`config.mk`:
```
export PLATFORM = sky130hd
export DESIGN_NAME = rlt_front
export DESIGN_NICKNAME = d
export VERILOG_FILES = /design/src/sv/rlt_pkg.sv /design/src/sv/rlt_front.sv
export SDC_FILE = /design/constraint.sdc
export NUM_CORES = 1
export LEC_CHECK = 0
export CORE_UTILIZATION = 50
export CTS_BUF_LIST = sky130_fd_sc_hd__clkbuf_16
export CTS_CLUSTER_SIZE = 25
export DETAILED_ROUTE_END_ITERATION = 8
export DONT_BUFFER_PORTS = 1
export PLACE_DENSITY_LB_ADDON = 0.15
export REMOVE_ABC_BUFFERS = 1
export SKIP_LAST_GASP = 1
export SLEW_MARGIN = 20
export SYNTH_ARGS = -nofsm -noshare
export SYNTH_HDL_FRONTEND = slang
export SYNTH_SLANG_ARGS = --single-unit
```
`constraint.sdc`:
```
create_clock -name clk -period 7.13 [get_ports clk]
set_clock_uncertainty 0.05 [all_clocks]
set_input_delay 1.0695 -clock clk [delete_from_list [all_inputs] [get_ports clk]]
set_output_delay 1.0695 -clock clk [all_outputs]
set_load 0.05 [all_outputs]
```
`src/sv/rlt_pkg.sv`:
```
// shared types, codes and defaults for the address range table
`timescale 1ns / 1ps

package rlt_pkg;

  localparam int unsigned ENTRIES_DEF = 1024;
  localparam int unsigned BUCKETS_DEF = 10000;

  localparam int unsigned ADDR_W = 32;
  localparam int unsigned TAG_W  = 16;
  localparam int unsigned BKT_W  = 16;
  localparam int unsigned STAT_W = 2;

  typedef enum logic {
    CMD_INSERT = 1'b0,
    CMD_LOOKUP = 1'b1
  } cmd_t;

  typedef enum logic [STAT_W-1:0] {
    ST_INSERTED = 2'd0,
    ST_FULL     = 2'd1,
    ST_HIT      = 2'd2,
    ST_MISS     = 2'd3
  } status_t;

  // one classified word between front and back
  typedef struct packed {
    cmd_t              cmd;
    logic [ADDR_W-1:0] addr;
    logic [ADDR_W-1:0] last;
    logic [TAG_W-1:0]  tag;
    logic [BKT_W-1:0]  bkt;
  } item_t;

endpackage

```
`src/sv/rlt_front.sv`:
```
// front end: takes input words and works out the bucket of an insert
`timescale 1ns / 1ps

module rlt_front #(
  parameter int unsigned BUCKETS = rlt_pkg::BUCKETS_DEF
) (
  input  logic                       clk,
  input  logic                       rst,
  input  logic                       push,
  output logic                       full,
  input  logic                       command,
  input  logic [rlt_pkg::ADDR_W-1:0] range_begin,
  input  logic [rlt_pkg::ADDR_W-1:0] range_end,
  input  logic [rlt_pkg::TAG_W-1:0]  entry_tag,
  input  logic [rlt_pkg::ADDR_W-1:0] query_addr,
  output logic                       q_push,
  input  logic                       q_full,
  output rlt_pkg::item_t             q_item
);

  localparam int unsigned AW    = rlt_pkg::ADDR_W;
  localparam int unsigned PW    = 2 * AW;
  localparam int unsigned REM_W = rlt_pkg::BKT_W + 1;
  localparam logic [REM_W-1:0] BKT_DIV = REM_W'(BUCKETS);
  // floor((2^32 - 1) / BUCKETS), quotient estimate is low by at most one
  localparam logic [AW-1:0] RECIP = AW'(PW'({AW{1'b1}}) / PW'(BUCKETS));

  typedef enum logic [4:0] {
    F_IDLE = 5'b00001,
    F_MUL  = 5'b00010,
    F_SUB  = 5'b00100,
    F_FIX  = 5'b01000,
    F_SEND = 5'b10000
  } fstate_t;

  fstate_t state;
  rlt_pkg::item_t hold;
  logic [AW-1:0] shift;
  logic [PW-1:0] mult;
  logic [REM_W:0] qlo;
  logic [REM_W:0] qb;
  logic [REM_W:0] diff;
  logic [REM_W:0] rem2;
  logic [REM_W:0] fixed;

  // remainder is below twice the divisor, so the low bits carry it exactly
  always_comb begin
    mult = PW'(shift) * PW'(RECIP);
    qb   = qlo * {1'b0, BKT_DIV};
    diff = shift[REM_W:0] - qb;
    if (rem2 >= {1'b0, BKT_DIV}) begin
      fixed = rem2 - {1'b0, BKT_DIV};
    end else begin
      fixed = rem2;
    end
  end

  assign full   = (state != F_IDLE);
  assign q_push = (state == F_SEND) && !q_full;
  assign q_item = hold;

  always_ff @(posedge clk) begin
    if (rst) begin
      state <= F_IDLE;
    end else begin
      unique case (state)
        F_IDLE: begin
          if (push) begin
            if (command == rlt_pkg::CMD_LOOKUP) begin
              state <= F_SEND;
            end else begin
              state <= F_MUL;
            end
          end
        end
        F_MUL: state <= F_SUB;
        F_SUB: state <= F_FIX;
        F_FIX: state <= F_SEND;
        F_SEND: begin
          if (!q_full) begin
            state <= F_IDLE;
          end
        end
        default: state <= F_IDLE;
      endcase
    end
  end

  always_ff @(posedge clk) begin
    unique case (state)
      F_IDLE: begin
        if (push) begin
          hold.cmd  <= rlt_pkg::cmd_t'(command);
          hold.last <= range_end;
          hold.tag  <= entry_tag;
          hold.bkt  <= '0;
          if (command == rlt_pkg::CMD_LOOKUP) begin
            hold.addr <= query_addr;
          end else begin
            hold.addr <= range_begin;
          end
          shift <= range_begin;
        end
      end
      F_MUL: begin
        qlo <= mult[AW+REM_W:AW];
      end
      F_SUB: begin
        rem2 <= diff;
      end
      F_FIX: begin
        hold.bkt <= fixed[rlt_pkg::BKT_W-1:0];
      end
      F_SEND: begin
      end
      default: begin
      end
    endcase
  end

endmodule

```
==> results of run 1 <==
==> registers in the layout, summed over array words and instances (netlist names) <==
register and flops:
q_item 97, shift 32, rem2 18, qlo 14, state 5
==> kinds of logic (layout without fill, tap and decap cells) <==
logic type	Yosys count	count (layout)	share of synthesized area, %
fa+ha+maj	424	424	45.04
simple gates	122	122	3.954
flops	166	166	31.50
compound gates	111	111	4.673
mux	33	33	2.364
buf+inv	385	415	9.226
xor+xnor	58	58	3.243
==> final cells by class <==
type / instances / share of cell area (%)
sequential: 166 / 29.37
timing repair buffer: 4 / 0.1787
inverter: 379 / 8.482
multi-input combinational: 748 / 55.35
clock buffer: 17 / 2.532
tap: 396 / 2.949
clock inverter: 15 / 1.132
==> worst max-delay path by stage <==
stage / end / slack, ns
3_5_place_dp: qlo[13] / 0.99
2_1_floorplan: qlo[13] / 1.60
3_3_place_gp: qlo[10] / 1.09
5_1_grt: qlo[13] / 0.67
6_report: qlo[13] / 0.96
4_1_cts: qlo[13] / 0.96
==> layer usage <==
layer,vias to the layer above,global-route usage [%]
met5,-,0
met4,0,7.486
met3,45,4.283
met2,227,37.50
met1,4470,28.09
li1,4152,-
==> per-stage QoR <==
stage | instances | instance area [um2] | hold slack (ns) | worst slack, ns | util, %
4_1_cts | 1725 | 16800 | 0.5203 | 0.9573 | 54.78
6_report | 1725 | 16800 | 0.5135 | 0.9601 | 54.78
2_1_floorplan | 1293 | 15640 | 0.4750 | 1.598 | -
3_5_place_dp | 1693 | 16190 | 0.5038 | 0.9899 | 52.77
5_1_grt | 1725 | 16800 | 0.5375 | 0.6725 | 54.78
3_3_place_gp | 1693 | 16190 | 0.5043 | 1.095 | 52.77
==> placed cells by master (no fill, tap or decap), types with 4 or more instances in the layout <==
master and count:
clkinv_8 5, nand2b_1 8, nand4_1 5, nor2_1 33, edfxtp_1 161, xnor2_1 36, ha_1 191, a21o_1 15
nor3_1 8, a31oi_1 6, mux2_2 32, inv_1 378, buf_4 4, xor2_1 22, clkbuf_16 17, nand3_1 7
o21ai_0 17, or2_2 5, a211oi_1 4, dfxtp_1 5, and2_1 8, nor2b_1 7, fa_1 233, a21oi_1 42
nand2_1 22, or3_1 6
==> worst reg2reg max path: cells and delay by family, from the launching register on <==
kind,cells,cell delay [ns]
flip-flops,1,0.59
AND/OR/NAND/NOR,1,0.36
buffers and inverters,2,0.14
adder cells (fa/ha/maj),7,3.29
XOR/XNOR,1,0.08
AO/OA/AOI/OAI,7,1.41
==> flow_metrics.env, run 1 <==
export IMPL_synth_edff_count=161
export IMPL_rr_startpoint="shift[17]"
export IMPL_drt_total_wl_um=33100
export IMPL_ys_flop_type="edfxtp_1"
export IMPL_critPathMaxFanout=5
export IMPL_register_area_um2=4935
export IMPL_required_ns=7.27
export IMPL_hp_start="rem2[1]"
export IMPL_hold_viol_final=0
export IMPL_htree_levels=4
export IMPL_rr_worst_depth=18
export IMPL_io_pins=216
export IMPL_wl_met2_um=16850
export IMPL_synth_area_um2=15660
export IMPL_maxSlewViolCount=0
export IMPL_critPathSlowestCell="edfxtp_1"
export IMPL_synth_avg_cell_area_um2=12.06
export IMPL_worst_pin_slew_ns=0.7558
export IMPL_yosys_warnings=0
export IMPL_synth_cell_types=54
export IMPL_wire_per_inst_um=19.19
export IMPL_cts_sinks=166
export IMPL_place_congestion=0.8930
export IMPL_wl_met1_um=13950
export IMPL_first_global_vias=9768
export IMPL_place_detailed_hpwl_um=28080
export IMPL_rsz0062_at_grt="false"
export IMPL_end_kind="flop"
export IMPL_setup_violations=0
export IMPL_multi_input_area_um2=9300
export IMPL_fin_setup_tns_ns=0
export IMPL_crit_start="shift[17]"
export IMPL_nFillCells=2645
export IMPL_antenna_cells=0
export IMPL_drive_above_1_share_pct=6.772
export IMPL_grt_max_degree=62
export IMPL_clkLatencyLatePin_ns=0.45
export IMPL_crit_type="flop to flop"
export IMPL_holdPathStages=1
export IMPL_path_buf_inv=2
export IMPL_cts_tree="done"
export IMPL_vias_per_cell=5.156
export IMPL_synth_area_leader_cell="edfxtp_1"
export IMPL_drv_cap=0
export IMPL_highest_layer="met4"
export IMPL_hp_class="flop to flop"
export IMPL_dieHeight_um=179.0
export IMPL_synth_top_area_share_pct=30.87
export IMPL_status="finished clean"
export IMPL_synthTopCellsByArea="edfxtp_1, fa_1, ha_1"
export IMPL_worstPathCellList="ha_1, inv_1, fa_1, inv_1, fa_1, fa_1, fa_1, fa_1, ha_1, a211oi_1, o22ai_1, or3_1, o22ai_2, o31ai_1, o21ai_2, o311ai_1, a31oi_1, xnor2_1"
export IMPL_start_kind="flop"
export IMPL_crit_path_frequent_cell="fa_1"
export IMPL_ys_ff_latch=166
export IMPL_cp_depth=18
export IMPL_post_cts_buffers=0
export IMPL_async_flop_share_pct=0
export IMPL_vias=8894
export IMPL_antenna_found_initial=0
export IMPL_die_area_um2=32040
export IMPL_ant_nets=0
export IMPL_timing_final_crit_share_pct=86.53
export IMPL_timing_fmax_mhz=162.1
export IMPL_post_cts_resized=0
export IMPL_synthTopCellsByCount="inv_1, fa_1, ha_1"
export IMPL_clk_path_buf_depth=2
export IMPL_drtPass1Iterations=5
export IMPL_hold_end="q_item[1]"
export IMPL_initial_core_util_pct=51.07
export IMPL_first_iter_violations=474
export IMPL_cts_root_buf="clkbuf_16"
export IMPL_syn_inst=1299
export IMPL_area_growth_pct=7.261
export IMPL_grt_pass1_wl_um=51810
export IMPL_r2r_slack_ns=0.96
export IMPL_portBuffers=0
export IMPL_max_stage_delay_ns=0.59
export IMPL_die_w_um=179.0
export IMPL_cts_clk_slew_worst_paths_ns=0.08
export IMPL_r2r_end="qlo[13]"
export IMPL_drc=0
export IMPL_synth_most_common_cell="inv_1"
export IMPL_path_delay_family="adder cells"
export IMPL_grtUsageTotal_pct=22.05
export IMPL_ys_seq_area_share_pct=31.50
export IMPL_slew_headroom_pct=49.51
export IMPL_final_nets=1857
export IMPL_wl_met3_um=1455
export IMPL_grt_ovfl_total=0
export IMPL_cts_hold_buf=0
export IMPL_core_area_um2=30670
export IMPL_worstPathArrival_ns=6.31
export IMPL_numCtsBuffers=17
export IMPL_min_period_ns=6.170
export IMPL_fp_row_count=64
Power of run 1 is not shown: default switching activity piles up to over one toggle a cycle in this logic, so the estimate is an artifact.
==> run 2: changes to the inputs <==
--- a/constraint.sdc
+++ b/constraint.sdc
@@ -3,3 +3,3 @@
 set_input_delay 1.0695 -clock clk [delete_from_list [all_inputs] [get_ports clk]]
 set_output_delay 1.0695 -clock clk [all_outputs]
-set_load 0.05 [all_outputs]
+set_load 0.005 [all_outputs]
==> flow_metrics.env, run 2 (same netlist as run 1, synthesis figures left out) <==
export IMPL_final_cells=1724
export IMPL_max_stage_delay_ns=0.60
export IMPL_critPathMaxFanout=5
export IMPL_area_growth_pct=7.173
export IMPL_required_ns=7.28
export IMPL_clkLatencyLatePin_ns=0.45
export IMPL_wire_per_inst_um=19.40
export IMPL_r2r_slack_ns=1.01
export IMPL_first_iter_violations=458
export IMPL_io_pins=216
export IMPL_mostFrequentLayoutCell="inv_1"
export IMPL_layout_common_cells="inv_1, fa_1, ha_1"
export IMPL_place_area_um2=16170
export IMPL_critPathCapture="qlo[10]"
export IMPL_core_area_um2=30670
export IMPL_grtUsageTotal_pct=22.10
export IMPL_drive_above_1_share_pct=6.627
export IMPL_dp_cells=1692
export IMPL_worst_pin_slew_ns=0.8040
export IMPL_drv_cap=0
export IMPL_portBuffers=0
export IMPL_drc=0
export IMPL_hp_class="flop to flop"
export IMPL_antenna_found_initial=0
export IMPL_cts_tree="done"
export IMPL_post_cts_resized=0
export IMPL_min_period_ns=6.124
export IMPL_rr_startpoint="shift[17]"
export IMPL_numCtsBuffers=17
export IMPL_cts_sinks=166
export IMPL_fin_setup_tns_ns=0
export IMPL_place_congestion=0.8854
export IMPL_htree_levels=4
export IMPL_rr_worst_depth=18
export IMPL_cts_root_buf="clkbuf_16"
export IMPL_hold_viol_final=0
export IMPL_setup_violations=0
export IMPL_timing_fmax_mhz=163.3
export IMPL_vias_per_cell=5.195
export IMPL_crit_path_frequent_cell="fa_1"
export IMPL_maxSlewViolCount=0
export IMPL_cts_clk_slew_worst_paths_ns=0.08
export IMPL_grt_pass1_wl_um=51840
export IMPL_post_cts_buffers=0
export IMPL_final_cell_area_um2=16790
export IMPL_clk_path_buf_depth=2
export IMPL_start_kind="flop"
export IMPL_worstPathCellList="ha_1, inv_1, fa_1, inv_1, fa_1, fa_1, fa_1, fa_1, ha_1, a211oi_1, o22ai_1, or3_1, o22ai_2, o31ai_1, o21ai_2, or2_4, a311oi_2, xor2_1"
export IMPL_status="finished clean"
export IMPL_drt_total_wl_um=33440
export IMPL_first_global_vias=9804
export IMPL_largest_register_ffs=97
export IMPL_die_area_um2=32040
export IMPL_critPathSlowestCell="fa_1"
export IMPL_dieHeight_um=179.0
export IMPL_fp_row_count=64
export IMPL_crit_start="shift[17]"
export IMPL_timing_final_crit_share_pct=85.89
export IMPL_slew_headroom_pct=46.29
export IMPL_vias=8957
export IMPL_antenna_cells=0
export IMPL_die_w_um=179.0
export IMPL_grt_max_degree=62
export IMPL_r2r_end="qlo[10]"
export IMPL_final_nets=1856
export IMPL_crit_type="flop to flop"
export IMPL_initial_core_util_pct=51.07
export IMPL_ant_nets=0
export IMPL_worstPathArrival_ns=6.27
export IMPL_place_detailed_hpwl_um=28110
export IMPL_end_kind="flop"
export IMPL_rsz0062_at_grt="false"
export IMPL_cts_hold_buf=0
export IMPL_drtPass1Iterations=5
export IMPL_grt_ovfl_total=0
export IMPL_nFillCells=2596
==> run 2: cell count changes in the layout (fill, tap and decap cells not counted), sizes merged <==
cell and change:
clkinv -2, inv +2, buf -1
==> run 2: critical path: cells and delay by family, from the launching register on <==
| family | cells | cell delay (ns) |
|---|---|---|
| adder cells (fa/ha/maj) | 7 | 3.33 |
| AO/OA/AOI/OAI | 6 | 1.07 |
| flip-flops | 1 | 0.59 |
| AND/OR/NAND/NOR | 2 | 0.52 |
| XOR/XNOR | 1 | 0.16 |
| buffers and inverters | 2 | 0.14 |
==> run 2: worst min path at each step <==
stage	depth (start not counted)	to	startpoint	slack [ns]
4_1_cts	1	q_item[1]	rem2[1]	0.52
2_1_floorplan	1	q_item[0]	rem2[0]	0.47
6_report	1	q_item[1]	rem2[1]	0.52
3_5_place_dp	1	q_item[1]	rem2[1]	0.51
5_1_grt	1	q_item[1]	rem2[1]	0.54
3_3_place_gp	1	q_item[1]	rem2[1]	0.50
==> run 2: metal layers <==
metal	vias up	global-route usage (%)	wire length, um
li1	4161	-	-
met1	4479	27.72	13620
met2	264	37.95	17210
met3	53	4.368	1711
met4	0	7.698	899
met5	-	0	0
==> run 2: stage by stage <==
step	utilization (%)	hold slack, ns	setup WS [ns]
floorplan	-	0.4750	1.598
global placement	52.73	0.5044	1.101
detailed placement	52.73	0.5063	1.012
CTS	54.74	0.5236	0.9615
global route	54.74	0.5375	0.7417
finish	54.74	0.5161	1.006
==> run 2: cell type report <==
type | instances | area (um2) | area share, %
clock buffer | 17 | 425.4 | 2.534
timing repair buffer | 3 | 22.52 | 0.1342
sequential | 166 | 4935 | 29.40
multi-input combinational | 748 | 9294 | 55.36
tap | 396 | 495.5 | 2.951
clock inverter | 15 | 190.2 | 1.133
inverter | 379 | 1425 | 8.489
Power of run 2 is left out for the same reason.
