===== config.mk =====
export PLATFORM = sky130hd
export DESIGN_NAME = rlt_queue
export DESIGN_NICKNAME = d
export VERILOG_FILES = /design/src/sv/rlt_pkg.sv /design/src/sv/rlt_queue.sv
export SDC_FILE = /design/constraint.sdc
export NUM_CORES = 1
export LEC_CHECK = 0
export BUFFER_PORTS_ARGS = -buffer_cell sky130_fd_sc_hd__buf_2
export CORE_AREA = 2 2 137 139
export DETAILED_ROUTE_END_ITERATION = 10
export DIE_AREA = 0 0 139 141
export GPL_ROUTABILITY_DRIVEN = 0
export HOLD_SLACK_MARGIN = 0.03
export PLACE_DENSITY = 0.72
export SLEW_MARGIN = 10
export SYNTH_ARGS = -nofsm -noshare
export SYNTH_HDL_FRONTEND = slang
export SYNTH_SLANG_ARGS = --single-unit

===== constraint.sdc =====
create_clock -name clk -period 6.55 [get_ports clk]
set_clock_uncertainty 0.15 [all_clocks]
set_input_delay 1.31 -clock clk [delete_from_list [all_inputs] [get_ports clk]]
set_output_delay 1.31 -clock clk [all_outputs]
set_load 0.01 [all_outputs]

===== src/sv/rlt_pkg.sv =====
// shared types, codes and defaults for the address range table
`timescale 1ns / 1ps

package rlt_pkg;

  localparam int unsigned ENTRIES_DEF = 1024;
  localparam int unsigned BUCKETS_DEF = 10000;

  localparam int unsigned ADDR_W = 32;
  localparam int unsigned TAG_W  = 16;
  localparam int unsigned BKT_W  = 16;
  localparam int unsigned STAT_W = 2;

  typedef enum logic {
    CMD_INSERT = 1'b0,
    CMD_LOOKUP = 1'b1
  } cmd_t;

  typedef enum logic [STAT_W-1:0] {
    ST_INSERTED = 2'd0,
    ST_FULL     = 2'd1,
    ST_HIT      = 2'd2,
    ST_MISS     = 2'd3
  } status_t;

  // one classified word between front and back
  typedef struct packed {
    cmd_t              cmd;
    logic [ADDR_W-1:0] addr;
    logic [ADDR_W-1:0] last;
    logic [TAG_W-1:0]  tag;
    logic [BKT_W-1:0]  bkt;
  } item_t;

endpackage


===== src/sv/rlt_queue.sv =====
// two-word queue between front and back
`timescale 1ns / 1ps

module rlt_queue (
  input  logic           clk,
  input  logic           rst,
  input  logic           wr_en,
  input  rlt_pkg::item_t wr_item,
  output logic           q_full,
  input  logic           rd_en,
  output logic           q_valid,
  output rlt_pkg::item_t rd_item
);

  rlt_pkg::item_t slots [2];
  logic wr_ptr;
  logic rd_ptr;
  logic [1:0] fill;

  assign q_full  = (fill == 2'd2);
  assign q_valid = (fill != 2'd0);
  assign rd_item = slots[rd_ptr];

  always_ff @(posedge clk) begin
    if (rst) begin
      wr_ptr <= 1'b0;
      rd_ptr <= 1'b0;
      fill   <= 2'd0;
    end else begin
      if (wr_en) begin
        wr_ptr <= !wr_ptr;
      end
      if (rd_en) begin
        rd_ptr <= !rd_ptr;
      end
      if (wr_en && !rd_en) begin
        fill <= fill + 2'd1;
      end else if (rd_en && !wr_en) begin
        fill <= fill - 2'd1;
      end
    end
  end

  always_ff @(posedge clk) begin
    if (wr_en) begin
      slots[wr_ptr] <= wr_item;
    end
  end

endmodule


==> results of run 1 <==
==> stage by stage <==
step                      hold WS [ns]  utilization [%]
after floorplan                  0.306                -
after global placement           0.325             46.9
after detailed placement         0.354             46.9
after CTS                        0.365             50.5
after global routing             0.386             50.5
final                            0.360             50.5
==> cell usage in the layout (no fill, tap or decap), drive strengths merged <==
cell      synthesis  layout
nor2b             2       2
clkinv            0       1
and2              1       1
dfxtp             5       5
bufinv            0       5
inv               1       6
xor2              2       2
clkbuf            0      19
mux2             97      97
buf              11     203
xnor2             2       2
or2               1       1
ha                1       1
o21ai             1       1
or3               1       1
clkinvlp          0       2
a21oi             1       1
edfxtp          194     194
nor2              4       4
==> layer usage <==
layer  global-route usage, %  vias up  part of all wire (%)
li1                        -     1702                     -
met1                    14.2     1796                    39
met2                    23.5      142                    51
met3                    5.50       19                   7.5
met4                    5.05        0                   1.9
met5                       0        -                     0
==> how the worst max path moves through the flow <==
stage | to | slack (ns)
floorplan | slots[0][0]$_DFFE_PP_ | 0.30
global placement | rd_item[12] | 2.98
detailed placement | rd_item[16] | 2.93
CTS | rd_item[16] | 2.44
global route | rd_item[16] | 2.33
finish | rd_item[16] | 2.49
==> flip-flops by register name (all words and copies together), names as in the netlist, named ones only <==
name / cells
slots: 194
rd_ptr: 1
fill: 2
wr_ptr: 1
==> kinds of logic (layout without fill, tap and decap cells) <==
| family | after synthesis | after routing |
|---|---|---|
| buf+inv | 12 | 236 |
| flops | 199 | 199 |
| compound gates | 2 | 2 |
| mux | 97 | 97 |
| xor+xnor | 4 | 4 |
| simple gates | 9 | 9 |
| fa+ha+maj | 1 | 1 |
==> worst reg2reg max path, stage by stage (launching register included) <==
cell and delay [ns]:
dfxtp_1 0.41, and2_4 0.59, buf_4 0.71
==> area by class of cell <==
cell class,instances,area share (%)
inverters,1,0.0407
well taps,234,3.18
multi-input cells,113,14.3
clock buffers,19,4.70
flip-flops and latches,199,64.3
repair buffers,203,11.1
clock inverters,13,2.35
==> where the power goes <==
part           internal, mW  switching (mW)  total [mW]
logic                 0.151           0.147       0.298
clock network         0.685           0.448        1.13
registers              1.49          0.0327        1.52
total                  2.32           0.628        2.95
==> impl_metrics.env, run 1 <==
export IMPL_fillers=1518
export IMPL_grt_max_degree=55
export IMPL_drv_slew=0
export IMPL_syn_to_final_growth_pct=25.9
export IMPL_synthArstFlopShare_pct=0
export IMPL_status="completed"
export IMPL_hold_start="fill[1]$_SDFFE_PP0P_"
export IMPL_clkTransAtPathRegs_ns=0.07
export IMPL_cp_depth=3
export IMPL_antenna_found_initial=0
export IMPL_synthMuxAreaShare_pct=16.5
export IMPL_crit_buf_inv=2
export IMPL_yosys_top_cells_area="edfxtp_1, mux2_2, mux2_4"
export IMPL_syn_avg_cell_area_um2=22.6
export IMPL_setup_tns_ns=0
export IMPL_setup_violations=0
export IMPL_final_cells=782
export IMPL_synth_edf_count=194
export IMPL_r2r_end="slots[1][77]$_DFFE_PP_"
export IMPL_grt_util_all_layers_pct=13.3
export IMPL_netlist_top_cells_count="edfxtp_1, mux2_2, mux2_4, buf_2"
export IMPL_cts_tree="built"
export IMPL_stdcell_area_um2=9220
export IMPL_clock_latency_ns=0.42
export IMPL_synth_seq_area_share_pct=80.9
export IMPL_grt_pass1_wl_um=20000
export IMPL_drv_cap=0
export IMPL_initial_core_util_pct=40.1
export IMPL_dpl_cell_area_um2=8570
export IMPL_wl_per_cell_um=16.6
export IMPL_cp_top_family="flip-flops"
export IMPL_synth_net_count=426
export IMPL_hold_buffers=0
export IMPL_dp_cells=750
export IMPL_vias=3659
export IMPL_pwr_density_cell_nw_per_um2=320
export IMPL_firstDrtPassIters=4
export IMPL_diodes=0
export IMPL_dp_hpwl_um=8680
export IMPL_synthAdderAreaFrac_pct=0.171
export IMPL_die_area_um2=19600
export IMPL_drcViolationCount=0
export IMPL_slew_headroom_pct=48.4
export IMPL_total_power_mw=2.95
export IMPL_cts_resized=0
export IMPL_synth_top_cell_area_share_pct=79.5
export IMPL_min_to="fill[1]$_SDFFE_PP0P_"
export IMPL_ys_ff_latch=199
export IMPL_cts_setup_buffers=0
export IMPL_die_h_um=141
export IMPL_final_nets=637
export IMPL_synthCells=324
export IMPL_drt_iter0_drc=189
export IMPL_rsz0062_at_grt="no"
export IMPL_synth_top_cell_by_area="edfxtp_1"
export IMPL_rr_startpoint="wr_ptr$_SDFFE_PP0P_"
export IMPL_htree_levels=4
export IMPL_p_leak_nw=3.51
export IMPL_min_period_over_period_pct=61.9
export IMPL_routed_wl_um=13000
export IMPL_synth_simple_area_share_pct=0.632
export IMPL_synth_top_family_by_area="multiplexers"
export IMPL_place_ws_ns=2.93
export IMPL_cts_sinks=199
export IMPL_finalHoldViolations=0
export IMPL_layout_setup_ws_ns=2.49
export IMPL_cts_made_buffers=17
export IMPL_crit_path_top_delay_cell="dfxtp_4"
export IMPL_fin_crit_ns=4.06
export IMPL_synth_xor_area_share_pct=0.478
export IMPL_yosysMostFrequentCell="edfxtp_1"
export IMPL_ant_nets=0
export IMPL_reg2regPathDepth=2
export IMPL_fmax_ghz=0.246
export IMPL_cp_end_kind="primary output"
export IMPL_vias_per_cell=4.68
export IMPL_holdPathStages=2
export IMPL_syn_cell_area_um2=7320
export IMPL_clockRootBuffer="clkbuf_16"
export IMPL_ys_warn_count=0
export IMPL_cp_data_arrival_time_ns=2.60
export IMPL_io_buffers=199
export IMPL_die_w_um=139
export IMPL_startpoint_type="register"
export IMPL_irDropWorstVdd_uv=161
export IMPL_cpPeakStageDelay_ns=0.83
export IMPL_synth_compound_area_share_pct=0.137
export IMPL_tightest_slew_ns=0.774
export IMPL_critPathMaxFanout=54
export IMPL_fp_row_count=50
export IMPL_io_pins=200
export IMPL_worstHoldPathType="register to register"
export IMPL_drive_gt1_share_pct=60.9
export IMPL_regArea_um2=5930
export IMPL_grt_pass1_vias=3981
export IMPL_core_um2=18300
export IMPL_crit_chain="buf_4 > mux2_2 > buf_2"
export IMPL_required_ns=5.09
export IMPL_crit_type="register to primary output"
export IMPL_cts_buffer_depth=2
export IMPL_synthFlopType="edfxtp_1"
export IMPL_multiInputGateArea_um2=1320
export IMPL_r2r_slack_ns=4.28
export IMPL_globalRoute_totalOverflow=0
export IMPL_synth_distinct_cells=17
(Power assumes the default switching activity.)
==> run 2: changes to the inputs <==
==> constraint.sdc (replaced) <==
create_clock -name clk -period 3.6 [get_ports clk]
set_clock_uncertainty 0.15 [all_clocks]
set_input_delay 0.72 -clock clk [delete_from_list [all_inputs] [get_ports clk]]
set_output_delay 0.72 -clock clk [all_outputs]
set_load 0.01 [all_outputs]
==> impl_metrics.env, run 2 (synthesis gave the netlist of run 1 again) <==
export IMPL_status="completed"
export IMPL_initial_core_util_pct=40.1
export IMPL_firstDrtPassIters=4
export IMPL_startpoint_type="register"
export IMPL_routed_top_layer="met4"
export IMPL_crit_path_top_delay_cell="dfxtp_4"
export IMPL_grt_max_degree=55
export IMPL_core_um2=18300
export IMPL_irDropWorstVdd_uv=308
export IMPL_largest_reg_flops=194
export IMPL_wl_met2_um=6480
export IMPL_drv_slew=0
export IMPL_final_nets=639
export IMPL_place_ws_ns=1.11
export IMPL_syn_to_final_growth_pct=24.9
export IMPL_largest_register="slots"
export IMPL_drive_gt1_share_pct=60.8
export IMPL_cp_data_arrival_time_ns=2.02
export IMPL_crit_chain="buf_4 > mux2_2 > buf_2"
export IMPL_rsz0062_at_grt="no"
export IMPL_tightest_slew_ns=0.719
export IMPL_setup_tns_ns=0
export IMPL_largestRegisters="slots: 194 flops, fill: 2 flops"
export IMPL_io_pins=200
export IMPL_cts_sinks=199
export IMPL_pwr_density_cell_nw_per_um2=551
export IMPL_final_common_cell="buf_2"
export IMPL_p_leak_nw=3.49
export IMPL_drt_met1_wl_um=5330
export IMPL_clock_latency_ns=0.42
export IMPL_vias=3636
export IMPL_wl_per_cell_um=16.5
export IMPL_io_buffers=199
export IMPL_cts_resized=0
export IMPL_die_area_um2=19600
export IMPL_slew_headroom_pct=52.1
export IMPL_finalHoldViolations=0
export IMPL_clkTransAtPathRegs_ns=0.07
export IMPL_cts_made_buffers=17
export IMPL_mostFrequentLayoutCells="buf_2, edfxtp_1, mux2_2"
export IMPL_dpl_cell_area_um2=8610
export IMPL_routed_wl_um=12900
export IMPL_stdcell_area_um2=9150
export IMPL_min_period_over_period_pct=80.4
export IMPL_ant_nets=0
export IMPL_grt_pass1_wl_um=19800
export IMPL_globalRoute_totalOverflow=0
export IMPL_vias_per_cell=4.64
export IMPL_die_w_um=139
export IMPL_fillers=1527
export IMPL_hold_buffers=0
export IMPL_grt_util_all_layers_pct=13.1
export IMPL_drv_cap=0
export IMPL_fp_row_count=50
export IMPL_fin_crit_ns=2.89
export IMPL_die_h_um=141
export IMPL_htree_levels=4
export IMPL_crit_type="register to primary output"
export IMPL_setup_violations=0
export IMPL_cp_end_kind="primary output"
export IMPL_antenna_found_initial=1
export IMPL_critPathMaxFanout=40
export IMPL_cpPeakStageDelay_ns=0.73
export IMPL_grt_pass1_vias=3902
export IMPL_dp_hpwl_um=8730
export IMPL_fmax_ghz=0.345
export IMPL_clockRootBuffer="clkbuf_16"
export IMPL_cts_setup_buffers=0
export IMPL_drt_iter0_drc=175
export IMPL_worstHoldPathType="input port to register"
export IMPL_layout_setup_ws_ns=0.705
export IMPL_drcViolationCount=0
export IMPL_met3WireLength_um=904
export IMPL_cts_buffer_depth=2
export IMPL_cts_tree="built"
export IMPL_required_ns=2.73
[run 2: cell types whose count changed in the layout (fill, tap and decap cells not counted), sizes merged]
cell / delta
buf: +2
bufinv: -4
clkbuf: -2
clkinv: +10
clkinvlp: -2
diode: +1
inv: -3
[run 2: metal layers]
layer,vias up,global-route usage [%]
met5,-,0
met4,0,5.26
met3,15,4.48
met2,130,22.5
met1,1782,15.2
li1,1709,-
[run 2: where the power goes]
part,switching (mW),leakage (nW),internal (mW)
Clock,0.791,0.269,0.943
Sequential,0.0531,1.86,2.70
Combinational,0.275,1.36,0.281
Total,1.12,3.49,3.93
[run 2: worst max-delay path: cells and delay by family (launching register included)]
family / cells / cell delay (ns)
buf+inv: 2 / 0.50
mux: 1 / 0.36
flops: 1 / 0.73
[run 2: cell type report]
type | count | area, um2 | area share (%)
diodes | 1 | 2.50 | 0.0274
clock buffers | 17 | 425 | 4.65
clock inverters | 14 | 110 | 1.20
inverters | 1 | 3.75 | 0.0410
multi-input cells | 113 | 1320 | 14.4
flip-flops and latches | 199 | 5930 | 64.8
well taps | 234 | 293 | 3.20
repair buffers | 205 | 1070 | 11.7
[run 2: worst paths after layout]
kind	from	endpoint	slack (ns)	cells past startpoint
min reg2reg	fill[1]$_SDFFE_PP0P_	fill[1]$_SDFFE_PP0P_	0.35	2
max reg2reg	wr_ptr$_SDFFE_PP0P_	slots[1][7]$_DFFE_PP_	1.67	2
min	wr_item[6]	slots[1][6]$_DFFE_PP_	0.34	1
max	register	rd_item[19]	0.71	3
[run 2: stage by stage]
stage / instances / power (mW) / util [%] / hold WS (ns)
final: 784 / 5.05 / 50.1 / 0.335
after floorplan: 324 / 3.13 / - / 0.306
after CTS: 783 / 5.10 / 50.1 / 0.311
after global routing: 784 / 5.25 / 50.1 / 0.313
after detailed placement: 752 / 3.37 / 47.1 / 0.344
after global placement: 752 / 3.36 / 47.1 / 0.324
==> run 3: changes to the inputs <==
--- a/config.mk
+++ b/config.mk
@@ -11,7 +11,7 @@
 export DIE_AREA = 0 0 139 141
 export GPL_ROUTABILITY_DRIVEN = 0
 export HOLD_SLACK_MARGIN = 0.03
-export PLACE_DENSITY = 0.72
+export PLACE_DENSITY = 0.69
 export SLEW_MARGIN = 10
 export SYNTH_ARGS = -nofsm -noshare
 export SYNTH_HDL_FRONTEND = slang
==> constraint.sdc (replaced) <==
create_clock -name clk -period 2.8 [get_ports clk]
set_clock_uncertainty 0.15 [all_clocks]
set_input_delay 0.56 -clock clk [delete_from_list [all_inputs] [get_ports clk]]
set_output_delay 0.56 -clock clk [all_outputs]
set_load 0.01 [all_outputs]
==> impl_metrics.env, run 3 (synthesis gave the netlist of run 1 again) <==
export IMPL_status="completed"
export IMPL_io_buffers=199
export IMPL_cts_made_buffers=17
export IMPL_cts_resized=0
export IMPL_final_nets=641
export IMPL_cp_end_kind="primary output"
export IMPL_ant_nets=0
export IMPL_crit_type="register to primary output"
export IMPL_diodes=0
export IMPL_syn_to_final_growth_pct=26.5
export IMPL_vias_per_cell=4.72
export IMPL_finalHoldViolations=0
export IMPL_min_period_over_period_pct=90.0
export IMPL_core_um2=18300
export IMPL_die_w_um=139
export IMPL_fmax_ghz=0.397
export IMPL_fin_crit_ns=2.52
export IMPL_io_pins=200
export IMPL_slew_headroom_pct=59.4
export IMPL_grt_pass1_vias=4032
export IMPL_cts_tree="built"
export IMPL_dpl_cell_area_um2=8650
export IMPL_globalRoute_totalOverflow=0
export IMPL_die_area_um2=19600
export IMPL_final_common_cell="buf_2"
export IMPL_largest_reg_flops=194
export IMPL_drt_iter0_drc=194
export IMPL_tightest_slew_ns=0.609
export IMPL_cpPeakStageDelay_ns=0.58
export IMPL_grt_max_degree=53
export IMPL_drv_slew=0
export IMPL_largest_register="slots"
export IMPL_setup_violations=0
export IMPL_setup_tns_ns=0
export IMPL_htree_levels=4
export IMPL_hold_buffers=0
export IMPL_antenna_found_initial=1
export IMPL_p_leak_nw=3.54
export IMPL_cts_sinks=199
export IMPL_pwr_density_cell_nw_per_um2=730
export IMPL_routed_wl_um=13200
export IMPL_vias=3707
export IMPL_drive_gt1_share_pct=61.6
export IMPL_cts_setup_buffers=0
export IMPL_fp_row_count=50
export IMPL_initial_core_util_pct=40.1
export IMPL_die_h_um=141
export IMPL_wl_per_cell_um=16.8
export IMPL_required_ns=2.09
export IMPL_firstDrtPassIters=6
export IMPL_clock_latency_ns=0.42
export IMPL_clockRootBuffer="clkbuf_16"
export IMPL_dp_hpwl_um=8980
export IMPL_grt_pass1_wl_um=20300
export IMPL_cts_buffer_depth=2
export IMPL_mostFrequentLayoutCells="buf_2, edfxtp_1, mux2_2"
export IMPL_largestRegisters="slots: 194 flops, fill: 2 flops"
export IMPL_irDropWorstVdd_uv=412
export IMPL_drcViolationCount=0
export IMPL_rsz0062_at_grt="no"
export IMPL_startpoint_type="register"
export IMPL_worstHoldPathType="input port to register"
export IMPL_crit_buf_inv=2
export IMPL_cp_data_arrival_time_ns=1.81
export IMPL_grt_util_all_layers_pct=13.5
export IMPL_stdcell_area_um2=9260
export IMPL_critPathMaxFanout=36
export IMPL_crit_path_top_delay_cell="dfxtp_4"
export IMPL_drv_cap=0
export IMPL_clkTransAtPathRegs_ns=0.07
export IMPL_crit_chain="buf_12 > mux2_2 > buf_2"
export IMPL_cp_top_family="flip-flops"
-- run 3: layout make-up --
class                      count  area (um2)
fill                        1511        9000
tap                          234         293
timing repair buffer         207        1110
clock inverter                13         160
sequential                   199        5930
inverter                       1        3.75
multi-input combinational    113        1320
clock buffer                  19         453
-- run 3: stage by stage --
stage | total power, mW | hold slack [ns] | setup WS [ns] | cells | utilization (%)
6_report | 6.76 | 0.168 | 0.281 | 786 | 50.7
4_1_cts | 6.85 | 0.148 | 0.219 | 786 | 50.7
3_5_place_dp | 4.35 | 0.351 | 0.690 | 754 | 47.4
5_1_grt | 7.03 | 0.142 | 0.164 | 786 | 50.7
3_3_place_gp | 4.33 | 0.322 | 0.709 | 754 | 47.4
2_1_floorplan | 4.02 | 0.306 | 0.196 | 324 | -
-- run 3: metal layers --
metal  global-route usage (%)  up-vias  part of all wire (%)  wire length [um]
li1                         -     1705                     -                 -
met1                     14.6     1841                    38              5060
met2                     23.5      140                    52              6930
met3                     5.50       21                   7.5               990
met4                     5.74        0                   1.9               257
met5                        0        -                     0                 0
-- run 3: path summary, 6_finish.rpt --
| check | start | to | slack (ns) | cells past startpoint |
|---|---|---|---|---|
| worst max-delay path | register | rd_item[15] | 0.28 | 3 |
| worst min-delay path | wr_item[48] | slots[0][48]$_DFFE_PP_ | 0.17 | 1 |
| worst max register to register | wr_ptr$_SDFFE_PP0P_ | slots[1][93]$_DFFE_PP_ | 1.11 | 2 |
| worst min register to register | rd_ptr$_SDFFE_PP0P_ | rd_ptr$_SDFFE_PP0P_ | 0.37 | 2 |
-- run 3: power breakdown --
group	switching, mW	internal, mW	total (mW)
Sequential	0.0605	3.47	3.53
Clock	1.10	1.40	2.49
Combinational	0.366	0.372	0.738
Total	1.52	5.24	6.76
